--- src/rtl/rga_pkg.sv ---
// Shared types and constants for the rational arithmetic reduce block.
package rga_pkg;

    typedef logic [2:0] op_t;

    localparam op_t OP_ADD = 3'd0;
    localparam op_t OP_SUB = 3'd1;
    localparam op_t OP_MUL = 3'd2;
    localparam op_t OP_DIV = 3'd3;
    localparam op_t OP_NEG = 3'd4;
    localparam op_t OP_RED = 3'd5;

    typedef enum logic [3:0] {
        ST_IDLE,
        ST_MUL,
        ST_FORM,
        ST_EUC_CHECK,
        ST_EUC_DIV,
        ST_QN,
        ST_QD,
        ST_EMIT
    } state_t;

    // Control into the shared divider.
    typedef struct packed {
        logic start;
    } div_ctrl_t;

    // Status out of the shared divider.
    typedef struct packed {
        logic busy;
        logic done;
    } div_stat_t;

endpackage

--- src/rtl/rga_div.sv ---
// Restoring unsigned divider, one quotient bit per cycle.
module rga_div #(
    parameter int N = 65
) (
    input  logic                clk,
    input  logic                rst_n,
    input  rga_pkg::div_ctrl_t  ctrl,
    input  logic [N-1:0]        dividend,
    input  logic [N-1:0]        divisor,
    output rga_pkg::div_stat_t  stat,
    output logic [N-1:0]        quotient,
    output logic [N-1:0]        remainder
);
    import rga_pkg::*;

    localparam int CW = $clog2(N + 1);

    logic [N-1:0]  rem_reg, rem_next;
    logic [N-1:0]  quo_reg, quo_next;
    logic [N-1:0]  dsr_reg;
    logic [CW-1:0] cnt_reg, cnt_next;
    logic          busy_reg, busy_next;
    logic          done_reg, done_next;
    logic [N:0]    trial;
    logic          fits;

    always_comb
    begin
        trial     = {rem_reg, quo_reg[N-1]};
        fits      = trial >= {1'b0, dsr_reg};
        rem_next  = rem_reg;
        quo_next  = quo_reg;
        cnt_next  = cnt_reg;
        busy_next = busy_reg;
        done_next = 1'b0;
        if (ctrl.start)
        begin
            rem_next  = '0;
            quo_next  = dividend;
            cnt_next  = CW'(N);
            busy_next = 1'b1;
        end
        else if (busy_reg)
        begin
            rem_next = fits ? N'(trial - {1'b0, dsr_reg}) : trial[N-1:0];
            quo_next = {quo_reg[N-2:0], fits};
            cnt_next = cnt_reg - 1'b1;
            if (cnt_reg == CW'(1))
            begin
                busy_next = 1'b0;
                done_next = 1'b1;
            end
        end
    end

    always_ff @(posedge clk or negedge rst_n)
    begin
        if (!rst_n)
        begin
            busy_reg <= 1'b0;
            done_reg <= 1'b0;
            cnt_reg  <= '0;
        end
        else
        begin
            busy_reg <= busy_next;
            done_reg <= done_next;
            cnt_reg  <= cnt_next;
        end
    end

    always_ff @(posedge clk)
    begin
        rem_reg <= rem_next;
        quo_reg <= quo_next;
        if (ctrl.start)
        begin
            dsr_reg <= divisor;
        end
    end

    assign stat.busy = busy_reg;
    assign stat.done = done_reg;
    assign quotient  = quo_reg;
    assign remainder = rem_reg;

endmodule
--- config.mk ---
export PLATFORM = sky130hd
export DESIGN_NAME = rga_div
export DESIGN_NICKNAME = d
export VERILOG_FILES = /design/src/rtl/rga_pkg.sv /design/src/rtl/rga_div.sv
export SDC_FILE = /design/constraint.sdc
export NUM_CORES = 1
export LEC_CHECK = 0
export BUFFER_PORTS_ARGS = -buffer_cell sky130_fd_sc_hd__clkbuf_2
export CAP_MARGIN = 10
export CORE_ASPECT_RATIO = 1.5
export CORE_MARGIN = 5
export CORE_UTILIZATION = 60
export DETAILED_ROUTE_END_ITERATION = 10
export PLACE_DENSITY = 0.87
export SLEW_MARGIN = 10
export SYNTH_ARGS = -nofsm -noshare
export SYNTH_HDL_FRONTEND = slang
export SYNTH_SLANG_ARGS = --single-unit
export TNS_END_PERCENT = 100
--- constraint.sdc ---
create_clock -name clk -period 6.1 [get_ports clk]
set_input_delay 0.305 -clock clk [delete_from_list [all_inputs] [get_ports clk]]
set_output_delay 0.305 -clock clk [all_outputs]
set_load 0.1 [all_outputs]
Yosys cells after proc, flatten, opt, wreduce, memory -nomap -nowiden
Cells that the tools add are included.
{ "word_totals": {"ff_bits": 204, "in_bits": 133, "wordCells": 22, "out_inout_bits": 132} }
{ "op_classes": {"n_eq_ne": 1, "n_lt_le_gt_ge": 1, "n_reduce_logical": 1, "n_addsub": 2, "n_mux": 11} }
{ "op_table": {"columns": ["operator", "count"], "rows": [
  ["two-way mux 65 bit", 3],
  ["greater-or-equal comparator 66 x 65 -> 1 bit", 1],
  ["subtractor 65 bit", 1],
  ["two-way mux 7 bit", 2],
  ["equality test 7 x 1 -> 1 bit, second input constant", 1],
  ["subtractor 7 x 1 -> 7 bit, second input constant", 1],
  ["two-way mux 1 bit", 6],
  ["nonzero test 2 bit", 1]
]} }

Longest topological paths before layout
Gate-level depths: netlist (run 1).
{ "depth": {"depth_word": 4, "depth_mapped": 17} }

Least setup slack after synthesis (run 1)
Ideal clock, no wire load.
{ "synth_timing": {"path_kind": "reg-to-reg", "startpoint": "reg quo_reg[64] (netlist: quotient[64])", "endpoint": "reg rem_reg[14] (netlist: remainder[14])", "n_path_buf": 3, "required_ps": 6020, "setup_ps": 80, "arrival_ps": 3858, "path_slack_ps": 2162, "path_stages_with_launch": 17, "path_cell_list": "edfxtp_1 > inv_1 > ha_1 > inv_1 > fa_1 > a21o_1 > a311o_1 > nor2b_1 > or2_4 > a31o_4 > a41oi_2 > o31a_1 > buf_6 > buf_6 > buf_8 > a21oi_2 > a211oi_2"} }
{ "synth_between": {"elab_chain_len": 2, "elab_cells_between_ends": 3, "classes_between": "add/sub: 1; order compare: 1; mux: 1"} }
{ "synth_lines": {"columns": ["element", "line", "rtl"], "rows": [
  ["start: declaration", "rga_div.sv:19", "logic [N-1:0] quo_reg, quo_next;"],
  ["start signal: assignment", "rga_div.sv:75", "quo_reg <= quo_next;"],
  ["subtractor 65 bit / greater-or-equal comparator 66 x 65 -> 1 bit (equally long branches)", "rga_div.sv:45, rga_div.sv:30", null],
  ["two-way mux 65 bit *", "rga_div.sv:45", "rem_next = fits ? N'(trial - {1'b0, dsr_reg}) : trial[N-1:0];"],
  ["end signal: assignment", "rga_div.sv:74", "rem_reg <= rem_next;"],
  ["end: declaration", "rga_div.sv:18", "logic [N-1:0] rem_reg, rem_next;"]
]} }
Every way passes the cells marked *; elsewhere a longest branch is shown, timed or not.
A chain may end at the register's enable or synchronous reset.

Worst setup path in the final report (run 1)
{ "layout_timing": {"startpoint": "reg quo_reg[64] (netlist: quotient[64])", "endpoint": "reg rem_reg[3] (netlist: remainder[3])"} }
The elaborated chain is that of the path after synthesis.

==> results of run 1 <==
## how the worst max path moves through the flow
| stage | startpoint | endpoint | slack [ns] | cells past startpoint |
|---|---|---|---|---|
| finish | quotient[64] | remainder[3] | 1.57 | 15 |
| global route | quotient[64] | remainder[3] | 1.35 | 15 |
| CTS | quotient[64] | remainder[2] | 1.65 | 15 |
| detailed placement | quotient[64] | remainder[5] | 1.68 | 14 |
| global placement | quotient[64] | remainder[5] | 1.83 | 14 |
| floorplan | quotient[64] | remainder[14] | 2.16 | 16 |
## timing repair
item                                   in CTS  in global routing
hold buffers                               65                  0
endpoints found under the hold margin      73                  0
setup buffers                               0                  0
resized for setup                           0                  0
## metrics by stage
step	utilization (%)	power [mW]	hold slack [ns]
after floorplan	-	5.37	0.00941
after global placement	67.2	6.72	0.169
after detailed placement	67.2	6.80	0.174
after CTS	73.6	8.10	0.00706
after global routing	73.6	8.54	0.00550
final	73.6	8.15	0.0294
## kinds of logic after synthesis
group / count (synthesis)
xor+xnor: 59
mux: 83
flops: 204
buf+inv: 156
simple gates: 315
fa+ha+maj: 68
compound gates: 344
## final cells by class
type	instances	area (um^2)
clock buffer	30	579
clock inverter	8	66.3
fill	1399	5350
antenna	2	5.00
timing repair buffer	336	2040
tap	264	330
multi-input combinational	869	6130
inverter	84	315
sequential	204	5430
## cells in the mapped netlist, types with 26 or more instances
library cell	instances	area share, %
edfxtp_1	130	32
nor2_1	118	3.6
a21oi_1	105	4.3
inv_1	84	2.6
nand2_1	72	2.2
ha_1	67	6.9
dfxtp_1	65	11
mux2_2	64	5.9
o21ai_0	55	2.3
clkbuf_1	44	1.4
a211oi_1	34	2.1
nand4_1	30	1.5
xnor2_1	30	2.2
xor2_1	29	2.1
a21o_1	26	1.6
## where the power goes
group	internal, mW	switching, mW
sequential	1.82	0.314
combinational	1.23	3.53
clock	0.704	0.548
## metal layers
layer / GRT usage, % / vias up / part of all wire [%]
li1: - / 5080 / -
met1: 32.5 / 5128 / 37
met2: 53.2 / 445 / 52
met3: 5.48 / 117 / 6.5
met4: 12.6 / 0 / 4.3
met5: 0 / - / 0
==> impl_metrics.csv, run 1 <==
group,metric,value,unit
outcome,status,"finished clean",
worst_setup_path,reg2regPathDepth,15,
worst_setup_path,reg2reg_to,"remainder[3]",
worst_hold_path,whs_endpoint,"dsr_reg[60]",
die,die_w,127,um
sta,rsz0062_at_grt,"false",
power,peakVddDrop,435,uV
worst_setup_path,worst_path_max_delay_cell,"o31a_2",
drt,viasPerCell,5.99,
logic_synthesis,synth_xor_area_share,4.23,%
drt,drt_wl_total,35.0,mm
drt,drc,0,
worst_setup_path,cpMostUsedCell,"inv_1",
cells_and_area,layout.cells.non_filler,1797,
placed_design,dp_slack,1.68,ns
logic_synthesis,synthAdderAreaFrac,7.02,%
sta,fin_crit_sh,74.2,%
grt,overflow,0,
cells_and_area,syn2layout_area_growth,22.0,%
cells_and_area,nets,1717,
clock_tree,cts_max_path_buffers,3,
placed_design,port_buffers,264,
worst_setup_path,crit_chain,"inv_1 -> ha_1 -> inv_1 -> fa_1 -> a21o_1 -> a311o_1 -> nor2b_1 -> or2_4 -> a31o_4 -> a41oi_2 -> o31a_2 -> buf_4 -> nor2_1 -> a21oi_1 -> a211oi_1",
clock_tree,clk_pin_slew,0.06,ns
worst_setup_path,r2r_start,"quotient[64]",
logic_synthesis,synth_warnings,0,
placed_design,place_inst,1692,
placed_design,dp_hpwl,24.9,mm
clock_tree,worstSkewPairLatency,0.51,ns
drt,dr.pass1.iters,5,
die,rows,64,
logic_synthesis,synth-seq-cells,204,
sta,finalClockSkew,0.0115,ns
die,initial_core_util,60.3,%
logic_synthesis,synth_compound_gate_area_share,19.3,%
grt,grt_pass1_wl,55.5,mm
grt,grt_max_degree,138,
drt,first_iter_violations,696,
logic_synthesis,avgSynthCellArea,9.94,um^2
placed_design,place_area,13600,um^2
sta,final-max-slew-violation-count,0,
power,p_leak,6.67,nW
logic_synthesis,netlist-cell-type-count,73,
drt,vias,10770,
worst_setup_path,crit_family,"compound AO/OA/AOI/OAI gates",
die,die_area,23400,um^2
die,core,20300,um^2
clock_tree,htreeDepth,1,
power,powerDensity,546,nW/um^2
worst_setup_path,critPathBufInv,3,
worst_hold_path,hold_class,"in2reg",
worst_setup_path,slowest_delay,0.64,ns
worst_setup_path,rrSetupSlack,1.57,ns
job,maxCapViolCount,0,
logic_synthesis,synth_mux_area_share,7.45,%
logic_synthesis,ys_seq_area_share,44.4,%
clock_tree,cts_tree,"yes",
sta,setup_slack,1.57,ns
logic_synthesis,syn_area,12200,um^2
grt,antenna_found_initial,2,
grt,grt_pass1_vias,11009,
worst_setup_path,path_class,"reg2reg",
die,die-height,185,um
drt,ant_nets,0,
sta,finalSetupTns,0,ns
clock_tree,cts_buffers,21,
logic_synthesis,synthSimpleGateAreaFrac,12.2,%
sta,min_period,4.53,ns
worst_setup_path,critPathRequiredTime,6.46,ns
worst_setup_path,startpoint_type,"flop",
logic_synthesis,async_flop_share,4.41,%
clock_tree,cts_num_sinks,204,
logic_synthesis,synth_top_family_by_area,"compound AO/OA/AOI/OAI gates",
sta,setup_viol,0,
sta,hold_viol_final,0,
grt,grt_use_total,28.9,%
logic_synthesis,synth_flop_cell,"edfxtp_1",
logic_synthesis,synth-edff-count,130,
cells_and_area,final_common_cell,"clkbuf_2",
cells_and_area,drive_gt1_share,26.5,%
worst_setup_path,crit_fanout,44,
sta,worst_pin_slew,0.866,ns
drt,wl_per_cell,19.5,um
worst_hold_path,min_path_cells,1,
sta,max_slew_margin,42.2,%
sta,max_freq,0.221,GHz
cells_and_area,final_area,14900,um^2
worst_setup_path,worstSetupEndpointType,"flop",
placed_design,routabilityCongestion,1.00,
cells_and_area,layout_common_cells,"clkbuf_2, edfxtp_1, nor2_1, a21oi_1, inv_1",
logic_synthesis,syn_nets,1430,
clock_tree,cts_root_buffer,"clkbuf_16",
die,ios,265,
logic_synthesis,synth_cells,1229,
worst_setup_path,worstPathArrival,4.89,ns
worst_hold_path,min-delay-start,"divisor[60]",
Power figures use the tool's default switching activity.
==> run 2, diff against run 1 <==
- ABC_AREA: not set -> 1
- CORE_UTILIZATION: 60 -> 52
- PLACE_DENSITY: 0.87 -> 0.78
- clock period: 6.1 -> 4.1 ns (I/O delays scaled with it)
==> impl_metrics.csv, run 2 <==
group,metric,value,unit
outcome,status,"finished clean",
power,combPwrFrac,23.4,%
sta,final-max-slew-violation-count,0,
sta,finalClockSkew,0.00789,ns
sta,finalSetupTns,0,ns
cells_and_area,layout_common_cells,"nand2_1, inv_1, clkbuf_2, nand3_1, edfxtp_1",
logic_synthesis,ys_seq_area_share,37.2,%
logic_synthesis,syn_nets,2429,
logic_synthesis,yosysTopAreaCell,"edfxtp_1",
cells_and_area,nets,2805,
logic_synthesis,synth_cells,2228,
cells_and_area,multi_input_area,7180,um^2
clock_tree,cts_max_path_buffers,3,
cells_and_area,final-seq-area,5430,um^2
grt,grt_max_degree,77,
worst_hold_path,min-delay-start,"dividend[29]",
placed_design,place_area,16200,um^2
die,rows,75,
clock_tree,clk_pin_slew,0.07,ns
clock_tree,cts_root_buffer,"clkbuf_16",
clock_tree,htreeDepth,1,
cells_and_area,drive_gt1_share,14.0,%
sta,worst_pin_slew,0.941,ns
sta,max_freq,0.302,GHz
placed_design,routabilityCongestion,1.02,
grt,grt_pass1_vias,16065,
grt,overflow,0,
cells_and_area,final_area,18300,um^2
die,die_w,147,um
cells_and_area,nFillCells,2400,
die,die-height,215,um
cells_and_area,n_antenna_cell,0,
sta,max_slew_margin,37.1,%
drt,drc,0,
logic_synthesis,synth_top_area_share,26.8,%
worst_setup_path,critPathRequiredTime,4.52,ns
clock_tree,cts_num_sinks,204,
drt,wl_per_cell,18.7,um
cells_and_area,syn2layout_area_growth,25.2,%
clock_tree,worstSkewPairLatency,0.53,ns
drt,first_iter_violations,955,
die,ios,265,
worst_setup_path,r2r_start,"quotient[64]",
logic_synthesis,synth_flop_cell,"edfxtp_1",
power,seq_power_share,39.4,%
worst_setup_path,path_class,"reg2reg",
power,p_leak,10.4,nW
clock_tree,postCtsSetupBuffers,0,
placed_design,port_buffers,264,
grt,antenna_found_initial,0,
die,initial_core_util,52.4,%
drt,vias,15446,
clock_tree,cts_tree,"yes",
power,powerDensity,342,nW/um^2
power,switching_share,33.8,%
logic_synthesis,netlist-cell-type-count,37,
drt,drt_wl_total,55.5,mm
worst_hold_path,hold_class,"in2reg",
clock_tree,cts_buffers,21,
logic_synthesis,synth_warnings,0,
logic_synthesis,syn_area,14600,um^2
logic_synthesis,synth.cells.most_frequent,"nand2_1, inv_1, nand3_1",
drt,viasPerCell,5.21,
logic_synthesis,synth-seq-cells,204,
power,peakVddDrop,480,uV
worst_setup_path,worstSetupEndpointType,"flop",
power,p_int,4.13,mW
worst_setup_path,worstPathArrival,3.72,ns
placed_design,dp_hpwl,41.6,mm
grt,grt_use_total,34.4,%
die,core,27900,um^2
sta,fin_crit_sh,80.7,%
grt,grt_pass1_wl,85.4,mm
sta,setup_viol,0,
job,maxCapViolCount,0,
power,power_frac_clock,37.2,%
logic_synthesis,avgSynthCellArea,6.55,um^2
die,die_area,31600,um^2
logic_synthesis,synth_area_leaders,"edfxtp_1, nand2_1, inv_1, dfxtp_1, ha_1",
drt,ant_nets,0,
sta,hold_viol_final,0,
logic_synthesis,synth-edff-count,130,
power,p_switching,2.11,mW
logic_synthesis,synth.most_common_cell,"nand2_1",
worst_setup_path,crit_start,"quotient[64]",
worst_setup_path,crit_fanout,67,
logic_synthesis,async_flop_share,4.41,%
sta,rsz0062_at_grt,"false",
worst_setup_path,startpoint_type,"flop",
cells_and_area,final_common_cell,"nand2_1",
sta,min_period,3.31,ns
drt,dr.pass1.iters,5,
==> run 2: power by group through the flow <==
stage               logic [mW]  clock network [mW]  registers, mW
detailed placement        1.33                   0           2.49
floorplan                0.420                   0           3.10
global route              1.55                2.43           2.47
CTS                       1.43                2.34           2.45
finish                    1.46                2.32           2.46
global placement          1.31                   0           2.49
==> run 2: repair_timing <==
item | 4_1_cts | 5_1_grt
gates resized for setup | 0 | 0
hold endpoints to repair | 135 | 0
hold buffers | 127 | 0
==> run 2: critical path, cell delays in order, from the launching register on <==
cell,delay (ns)
edfxtp_1,0.44
inv_1,0.11
ha_1,0.14
inv_1,0.07
fa_1,0.45
nand3_1,0.14
nand3_2,0.18
nand2_1,0.12
nand2_2,0.11
nand2_2,0.11
nand2_2,0.10
nand2_4,0.08
buf_4,0.67
nand3_1,0.14
nand2_1,0.10
inv_1,0.05
nand2_1,0.06
nand2_1,0.07
==> run 2: cell families (layout without fill, tap and decap cells) <==
| family | after synthesis | after routing | share of synthesized area [%] |
|---|---|---|---|
| compound gates | 111 | 111 | 4.01 |
| flops | 204 | 204 | 37.2 |
| simple gates | 1308 | 1308 | 37.4 |
| xor+xnor | 31 | 31 | 1.86 |
| buf+inv | 506 | 897 | 13.6 |
| fa+ha+maj | 68 | 68 | 5.88 |
==> run 2: worst paths after layout <==
path	slack, ns	to	cells after the start
min	0.03	quotient[29]	3
min in group asynchronous	0.06	cnt_reg[1]	2
max in group asynchronous	3.84	cnt_reg[0]	2
max reg2reg	0.79	remainder[56]	17
min reg2reg	0.48	remainder[38]	2
max	0.79	remainder[56]	17
==> run 2: final cells by class <==
cell class	instances	area share, %
Inverter	457	9.40
Timing Repair Buffer	402	14.7
Clock buffer	23	3.03
Sequential cell	204	29.7
Tap cell	346	2.37
Multi-Input combinational cell	1518	39.3
Clock inverter	15	1.47
==> run 2: routing by layer <==
layer | GRT usage (%) | share of wire (%)
met1 | 35.2 | 34
met2 | 64.8 | 52
met3 | 4.93 | 6.5
met4 | 21.6 | 7.3
met5 | 0 | 0
==> run 2: stage by stage <==
step                utilization (%)  instances  power [mW]  worst slack (ns)  hold WS [ns]
floorplan                         -       2228        3.52              1.05       -0.0906
global placement               58.0       2800        3.80             0.938        0.0802
detailed placement             58.0       2800        3.82             0.853        0.0774
CTS                            65.5       2965        6.21             0.830       0.00580
global route                   65.5       2965        6.45             0.629        0.0242
finish                         65.5       2965        6.24             0.791        0.0278
